--- src/hw/rtl/hsl2rgb_pkg.sv ---
// Package for the HSL to RGB converter: item structs and fixed-point constants.
// No dependencies; imported by hsl2rgb_chan, hsl_to_rgb_converter, hsl_to_rgb_checker and tb.
package hsl2rgb_pkg;

    // One input item: hue in degrees, saturation and lightness in percent
    typedef struct packed {
        logic [15:0] hue_degrees;
        logic [7:0]  saturation_pct;
        logic [7:0]  lightness_pct;
    } hsl_in_t;

    // One result item: truncated channel intensities
    typedef struct packed {
        logic [7:0] red;
        logic [7:0] green;
        logic [7:0] blue;
    } rgb_out_t;

    // Hue range and the one-third and two-thirds offsets
    localparam int unsigned HUE_FULL  = 360;
    localparam int unsigned HUE_THIRD = HUE_FULL / 3;
    localparam int unsigned HUE_TWO_THIRDS = 2 * HUE_FULL / 3;

    // Hue breakpoints of the ramp, in degrees
    localparam int unsigned SIXTH     = 60;
    localparam int unsigned HALF_HUE  = 3 * SIXTH;
    localparam int unsigned FOUR_SIXTH = 4 * SIXTH;

    // Percent full scale and the lightness split point
    localparam int unsigned PCT_MAX  = 100;
    localparam int unsigned PCT_HALF = PCT_MAX / 2;

    // Reciprocal for hue / 360: floor(2^23 / 360), estimate low by at most one
    localparam int unsigned HUE_RECIP = 23301;
    localparam int unsigned HUE_SHIFT = 23;

    // Channel = floor(num * 255 / 600000) = floor(num * 17 / 40000)
    localparam int unsigned CHAN_MUL   = 17;
    localparam int unsigned CHAN_DIV   = 40000;
    // floor(2^30 / 40000), estimate low by at most one
    localparam int unsigned CHAN_RECIP = 26843;
    localparam int unsigned CHAN_SHIFT = 30;

    // Clock edges from accepted item to result strobe
    localparam int unsigned LATENCY = 7;

endpackage

--- src/hw/rtl/hsl2rgb_chan.sv ---
// One color channel back end: ramp product, scale to 0..255, reciprocal divide.
// Depends on hsl2rgb_pkg. Four register stages, free running.
module hsl2rgb_chan
    import hsl2rgb_pkg::*;
(
    input  logic        clk,
    input  logic [19:0] base,    // 60 * t2
    input  logic [13:0] span,    // t1 - t2
    input  logic [5:0]  slope,   // ramp position 0..60
    output logic [7:0]  level
);

    logic [19:0] prod_reg;
    logic [19:0] base_reg;
    logic [23:0] scaled_reg;
    logic [23:0] scaled_d_reg;
    logic [8:0]  quot_reg;
    logic [7:0]  level_reg;

    logic [19:0] prod_next;
    logic [19:0] num;
    logic [23:0] scaled_next;
    logic [38:0] recip_prod;
    logic [8:0]  quot_next;
    logic [24:0] quot_x_div;
    logic [24:0] remainder;
    logic [7:0]  level_next;

    // Stage 4: ramp slope times span
    assign prod_next = 20'(span) * 20'(slope);

    // Stage 5: numerator in units of 1/600000, scaled by 17
    assign num         = base_reg + prod_reg;
    assign scaled_next = 24'(num) * 24'(CHAN_MUL);

    // Stage 6: quotient estimate by reciprocal
    assign recip_prod = 39'(scaled_reg) * 39'(CHAN_RECIP);
    assign quot_next  = 9'(recip_prod >> CHAN_SHIFT);

    // Stage 7: correct the estimate by one compare
    assign quot_x_div = 25'(quot_reg) * 25'(CHAN_DIV);
    assign remainder  = {1'b0, scaled_d_reg} - quot_x_div;

    always_comb
    begin
        if (remainder >= 25'(CHAN_DIV))
        begin
            level_next = quot_reg[7:0] + 8'd1;
        end
        else
        begin
            level_next = quot_reg[7:0];
        end
    end

    // Advance the payload every cycle
    always_ff @(posedge clk)
    begin
        prod_reg     <= prod_next;
        base_reg     <= base;
        scaled_reg   <= scaled_next;
        scaled_d_reg <= scaled_reg;
        quot_reg     <= quot_next;
        level_reg    <= level_next;
    end

    assign level = level_reg;

endmodule

--- src/hw/rtl/hsl_to_rgb_converter.sv ---
// HSL to RGB converter top level: front end stages and three channel back ends.
// Depends on hsl2rgb_pkg and hsl2rgb_chan.
//
//   channel  | ports                 | handshake
//   ---------+-----------------------+---------------------------------------
//   input    | hsl (hsl_in_t)        | taken when start is high, busy is low
//   result   | rgb (rgb_out_t)       | one cycle, marked by rgb_valid
//
// An item accepted at one edge shows its result, for one cycle, after all
// the stages listed below. A new item is taken every cycle; busy stays low
// since the pipeline never holds. The seven stages are: hue reduce estimate,
// hue wrap and t1/t2, channel hue and ramp slope, span product, scaled
// numerator, reciprocal quotient, quotient correction. Reset clears the valid
// bits only; the receiver cannot stall, so nothing waits in the pipeline.
module hsl_to_rgb_converter
    import hsl2rgb_pkg::*;
(
    input  logic     clk,
    input  logic     rst_n,
    input  logic     start,
    output logic     busy,
    input  hsl_in_t  hsl,
    output logic     rgb_valid,
    output rgb_out_t rgb
);

    logic [LATENCY-1:0] valid_reg;
    logic [LATENCY-1:0] valid_next;
    logic               accept;

    // Stage 1 registers
    logic [15:0] hue_reg;
    logic [7:0]  hue_quot_reg;
    logic [6:0]  sat_reg;
    logic [6:0]  light_reg;
    logic [13:0] ls_reg;

    // Stage 2 registers
    logic [8:0]  hue_mod_reg;
    logic [13:0] t1_reg;
    logic [13:0] t2_reg;

    // Stage 3 registers
    logic [19:0] base_reg;
    logic [13:0] span_reg;
    logic [5:0]  slope_reg [3];

    // Stage 1 logic
    logic [6:0]  sat_next;
    logic [6:0]  light_next;
    logic [30:0] hue_recip_prod;
    logic [7:0]  hue_quot_next;
    logic [13:0] ls_next;

    // Stage 2 logic
    logic [15:0] hue_quot_x;
    logic [15:0] hue_rem;
    logic [8:0]  hue_mod_next;
    logic [13:0] light100;
    logic [14:0] sat100;
    logic [13:0] t1_next;
    logic [14:0] t2_wide;

    // Stage 3 logic
    logic [9:0]  hue_plus1;
    logic [9:0]  hue_plus2;
    logic [8:0]  chan_hue [3];
    logic [5:0]  slope_next [3];
    logic [7:0]  level [3];

    assign busy   = 1'b0;
    assign accept = start && !busy;

    // Advance valid bits with the data
    assign valid_next = {valid_reg[LATENCY-2:0], accept};

    always_ff @(posedge clk or negedge rst_n)
    begin
        if (!rst_n)
        begin
            valid_reg <= '0;
        end
        else
        begin
            valid_reg <= valid_next;
        end
    end

    // Stage 1: clamp percents, estimate hue / 360, form L*S
    assign sat_next   = (hsl.saturation_pct > 8'(PCT_MAX)) ? 7'(PCT_MAX)
                                                           : hsl.saturation_pct[6:0];
    assign light_next = (hsl.lightness_pct > 8'(PCT_MAX)) ? 7'(PCT_MAX)
                                                          : hsl.lightness_pct[6:0];
    assign hue_recip_prod = 31'(hsl.hue_degrees) * 31'(HUE_RECIP);
    assign hue_quot_next  = 8'(hue_recip_prod >> HUE_SHIFT);
    assign ls_next        = 14'(sat_next) * 14'(light_next);

    always_ff @(posedge clk)
    begin
        hue_reg      <= hsl.hue_degrees;
        hue_quot_reg <= hue_quot_next;
        sat_reg      <= sat_next;
        light_reg    <= light_next;
        ls_reg       <= ls_next;
    end

    // Stage 2: finish hue mod 360, form t1 and t2
    assign hue_quot_x = 16'(hue_quot_reg) * 16'(HUE_FULL);
    assign hue_rem    = hue_reg - hue_quot_x;
    assign hue_mod_next = (hue_rem[9:0] >= 10'(HUE_FULL))
                          ? 9'(hue_rem[9:0] - 10'(HUE_FULL)) : hue_rem[8:0];

    assign light100 = 14'(light_reg) * 14'(PCT_MAX);
    assign sat100   = 15'(sat_reg) * 15'(PCT_MAX);

    always_comb
    begin
        if (light_reg < 7'(PCT_HALF))
        begin
            t1_next = light100 + ls_reg;
        end
        else
        begin
            t1_next = 14'(15'(light100) + sat100 - 15'(ls_reg));
        end
    end

    assign t2_wide = {light100, 1'b0} - 15'(t1_next);

    always_ff @(posedge clk)
    begin
        hue_mod_reg <= hue_mod_next;
        t1_reg      <= t1_next;
        t2_reg      <= t2_wide[13:0];
    end

    // Stage 3: channel hues (red +120, green +0, blue +240) and ramp slopes
    assign hue_plus1 = 10'(hue_mod_reg) + 10'(HUE_THIRD);
    assign hue_plus2 = 10'(hue_mod_reg) + 10'(HUE_TWO_THIRDS);
    assign chan_hue[0] = (hue_plus1 >= 10'(HUE_FULL)) ? 9'(hue_plus1 - 10'(HUE_FULL))
                                                      : hue_plus1[8:0];
    assign chan_hue[1] = hue_mod_reg;
    assign chan_hue[2] = (hue_plus2 >= 10'(HUE_FULL)) ? 9'(hue_plus2 - 10'(HUE_FULL))
                                                      : hue_plus2[8:0];

    always_comb
    begin
        for (int i = 0; i < 3; i++)
        begin
            priority if (chan_hue[i] < 9'(SIXTH))
            begin
                slope_next[i] = chan_hue[i][5:0];
            end
            else if (chan_hue[i] < 9'(HALF_HUE))
            begin
                slope_next[i] = 6'(SIXTH);
            end
            else if (chan_hue[i] < 9'(FOUR_SIXTH))
            begin
                slope_next[i] = 6'(9'(FOUR_SIXTH) - chan_hue[i]);
            end
            else
            begin
                slope_next[i] = '0;
            end
        end
    end

    always_ff @(posedge clk)
    begin
        base_reg  <= 20'(t2_reg) * 20'(SIXTH);
        span_reg  <= t1_reg - t2_reg;
        slope_reg <= slope_next;
    end

    // Stages 4 to 7: one back end per channel
    for (genvar c = 0; c < 3; c++)
    begin : g_chan
        hsl2rgb_chan u_chan (
            .clk   (clk),
            .base  (base_reg),
            .span  (span_reg),
            .slope (slope_reg[c]),
            .level (level[c])
        );
    end

    // Drive the result item
    assign rgb_valid = valid_reg[LATENCY-1];
    assign rgb.red   = level[0];
    assign rgb.green = level[1];
    assign rgb.blue  = level[2];

    // Every accepted item gives its strobe after the fixed latency
    a_latency: assert property (@(posedge clk) disable iff (!rst_n)
        accept |-> ##LATENCY rgb_valid)
        else $error("result strobe missing after accepted item");

    // No strobe without an item accepted the fixed latency earlier
    a_no_spurious: assert property (@(posedge clk) disable iff (!rst_n)
        rgb_valid |-> $past(accept, LATENCY))
        else $error("result strobe without accepted item");

    // Zero saturation gives a gray result
    a_gray: assert property (@(posedge clk) disable iff (!rst_n)
        (rgb_valid && $past(hsl.saturation_pct == 8'd0, LATENCY))
        |-> (rgb.red == rgb.green && rgb.green == rgb.blue))
        else $error("zero saturation item did not give gray");

endmodule

--- config.mk ---
export PLATFORM = sky130hd
export DESIGN_NAME = hsl_to_rgb_converter
export DESIGN_NICKNAME = d
export VERILOG_FILES = /design/src/hw/rtl/hsl2rgb_pkg.sv /design/src/hw/rtl/hsl2rgb_chan.sv /design/src/hw/rtl/hsl_to_rgb_converter.sv
export SDC_FILE = /design/constraint.sdc
export NUM_CORES = 2
export LEC_CHECK = 0
export ABC_AREA = 1
export BUFFER_PORTS_ARGS = -buffer_cell sky130_fd_sc_hd__buf_2
export CAP_MARGIN = 20
export CORE_MARGIN = 1
export CORE_UTILIZATION = 30
export CTS_CLUSTER_SIZE = 12
export DETAILED_ROUTE_END_ITERATION = 12
export PLACE_DENSITY = 0.41
export SETUP_SLACK_MARGIN = 0.15
export SLEW_MARGIN = 10
export SYNTH_ARGS = -nofsm -noshare
export SYNTH_HDL_FRONTEND = slang
export SYNTH_HIERARCHICAL = 1
export SYNTH_SLANG_ARGS = --single-unit
--- constraint.sdc ---
create_clock -name clk -period 8.5 [get_ports clk]
set_input_delay 1.7 -clock clk [delete_from_list [all_inputs] [get_ports clk]]
set_output_delay 1.7 -clock clk [all_outputs]
set_load 0.005 [all_outputs]
==> summary.md <==
| Metric | Value |
|---|---|
| Fin worst setup slack | `roughly 2700 ps` |
| PortBufs | `59` |
| CTS tree | `done` |
| Hold Crit Class | `flip-flop to flip-flop` |
| Clock tree buffer depth | `3` |
| Gr usage total | `about 16%` |
| Nets | `9633` |
| Clk_skew | `roughly 45 ps` |
| RSZ-0062 raised after global routing | `false` |
| Pre-CTS setup slack | `around 2200 ps` |
| Fmax | `172 MHz` |
| Hold depth | `0` |
| Most frequent cells in the layout | `1617 x inv_1, 1474 x nand2_1, 1139 x ha_1` |
| Post-route antenna net violation count | `0` |
| DR DRC count | `0` |
| Sequential cell area | `8720 µm²` |
| Vias in the first global route | `approximately 51000` |
| Initial antenna violation count | `2` |
| Critical Path AT | `6410 ps` |
| CP max stage cell | `fa_1` |
| Synthesized area per cell | `8.19 µm²` |
| DIE WIDTH | `457 µm` |
| Post-Synthesis Cells | `between 7000 and 8000` |
| Seq cells post-synth | `434` |
| Rows | `166` |
| Worst hold start | `hue_reg[1]$_DFF_P_` |
| WL final | `165 mm` |
| Kind of cell adding the most delay to the critical path | `adder cells` |
| Placed Area | `around 66000 µm²` |
| Setup slack, reg-to-reg | `2680 ps` |
| Max reg flops | `72` |
| RePlAce Congestion | `about 0.84` |
| Post-CTS Setup Inserts | `0` |
| CP Buf/Inv Count | `3` |
| Hold EP | `hue_mod_reg[1]$_DFF_P_` |
| Root Buffer | `clkbuf_16` |
| Cells on worst reg2reg path | `27` |
| Final Cycle Share | `68.4%` |
| Clock latency at the later pin of the worst-skew pair | `720 ps` |
| Worst Setup Path Type | `flip-flop to flip-flop` |
| Netlist Area Pre-Place | `62200 µm²` |
| Detailed-route via count | `47100` |
| WL/cell | `between 15 and 20 µm` |
| Status | `finished, final reports clean` |
| Worst Tran Pin Value | `between 1000 and 1500 ps` |
| Worst-path clk slew | `60 ps` |
| Required time at the worst-slack endpoint | `9090 ps` |
| Sink Count | `434` |
| Slew Limit Fails | `0` |
| Startpoint Class | `flip-flop` |
| Max-Cap Viols | `0` |
| Reg2reg start | `light_reg[1]$_DFF_P_` |
| Post-synthesis cell type count | `between 60 and 70` |
| Hold_buf cts | `0` |
| # resized after CTS | `0` |
| Number of H-tree levels | `2` |
| Initial Utilization | `30.3%` |
| P&R area growth vs syn | `9.34%` |
| Fin Setup TNS | `0 ps` |
| Critical Path Fanout Max | `6` |
| Final Hold Viols | `0` |
| Area of the multi-input gates | `47200 µm²` |
| TritonRoute pass-1 iters | `5` |
| Largest net degree at the start of global routing | `22` |
| Die Span Y | `457 µm` |
| # IOs | `~60` |
| Final setup violation count | `0` |
| CP peak stage delay | `530 ps` |
| Register area share after synthesis | `14.0%` |
| RR Endpoint | `t2_reg[13]$_DFF_P_` |
| Grt ovf | `0` |
| Endpoint class of the critical path | `flip-flop` |
| CTS buffer count | `61` |
| Finished Cell Area | `68000 µm²` |
| Max transition margin | `28.7%` |
| Ratio of cells with drive above 1 in the final layout | `4.39%` |
| Most common cell after layout, fill and taps aside | `inv_1` |
| DRT iter0 DRCs | `1703` |
| Ys Warns | `6` |
| Min Tclk post-route | `5820 ps` |
| Die ar. | `209000 µm²` |
| Fillers | `21800` |
| Post-route core utilization | `33.1%` |
| Core Region | `between 200000 and 250000 µm²` |
| Dpl hpwl | `approximately 150 mm` |
| Vias per std cell | `4.50` |
| First-pass GRT wire length | `around 270 mm` |
-- worst reg2reg max path, cell delays in order, from the launching register on --
cell and delay [ps]:
dfxtp_1 480, inv_1 170, ha_1 330, ha_1 200, fa_1 460, ha_1 350, nand3_1 90, nand2_1 120
a21oi_1 90, xnor2_1 510, fa_1 530, ha_1 350, inv_1 80, nor3_1 220, nand3_1 110, o2111ai_1 140
a21oi_1 90, o21ai_0 80, nand2_1 100, ha_1 360, nand2_1 80, nor2_1 50, a221oi_1 340, nand3_1 120
nand2_1 120, nand2_1 50, inv_1 60, nor2_1 30
-- final cells by class --
type | count | share of cell area, %
clock inverters | 38 | 0.619
inverters | 1653 | 9.14
well taps | 2688 | 4.95
flip-flops and latches | 434 | 12.8
repair buffers | 67 | 0.552
diodes | 1 | 0.00368
clock buffers | 76 | 2.46
multi-input cells | 5506 | 69.4
-- synth_stat cells, drive strengths merged --
cell     number  share of area [%]
nand4        67               0.67
a21o         56               0.68
and2          7              0.070
ha         1139                 23
o21bai       36               0.43
inv        1652                 10
a21boi       14               0.18
o221ai        1              0.014
nor3         64               0.52
a31oi        41               0.41
conb          1             0.0060
a21oi       436                3.6
buf           5              0.078
a31o          2              0.028
o211ai       12               0.15
clkinv        1              0.014
a311oi        1              0.014
xor2        242                3.5
o31ai         9               0.11
dfrtp         7               0.28
a221oi        7              0.099
a22oi         1              0.012
xnor2        99                1.4
nor3b         1              0.012
or2          10               0.10
clkbuf       19               0.11
nand3b       15               0.20
nand2      1529                9.5
nor4         16               0.17
o21a         11               0.13
dfxtp       427                 14
nand3       282                2.4
fa          736                 24
o2111ai       3              0.042
o21ai       240                2.0
nor2        395                2.6
a211oi        9               0.11
-- kinds of logic (layout without fill, tap and decap cells) --
group / Yosys count / count (layout) / synth area share, %
and+or+nand+nor: 2386 / 2386 / 16.3
adders and majority gates: 1875 / 1875 / 46.6
other: 1 / 26 / 0.00603
AOI/OAI and AO/OA: 879 / 879 / 7.96
buffers and inverters: 1677 / 1834 / 10.2
xor gates and xnor gates: 341 / 341 / 4.87
DFF: 434 / 434 / 14.0
-- how the worst max path moves through the flow --
stage	cells past startpoint	slack (ps)	end	start
finish	27	2680	t2_reg[13]$_DFF_P_	light_reg[1]$_DFF_P_
global route	27	2080	t2_reg[13]$_DFF_P_	light_reg[1]$_DFF_P_
CTS	27	2590	t2_reg[13]$_DFF_P_	light_reg[1]$_DFF_P_
detailed placement	25	2160	ls_reg[12]$_DFF_P_	hsl[8]
global placement	25	2090	ls_reg[12]$_DFF_P_	hsl[8]
floorplan	17	2770	hue_quot_reg[6]$_DFF_P_	hsl[17]
-- layer usage --
layer	vias to the layer above	global-route usage (%)	wire, µm
met5	-	0	0
met4	0	3.33	2960
met3	124	1.55	4110
met2	436	28.4	79500
met1	22400	21.1	78200
li1	24200	-	-
-- stage by stage --
step | hold slack, ps | cells
6_report | 338 | 10500
2_1_floorplan | 310 | 7617
5_1_grt | 353 | 10500
3_3_place_gp | 319 | 10300
3_5_place_dp | 330 | 10300
4_1_cts | 345 | 10500
Power is not shown: default switching activity piles up to over one toggle a cycle in this logic, so the estimate is an artifact.
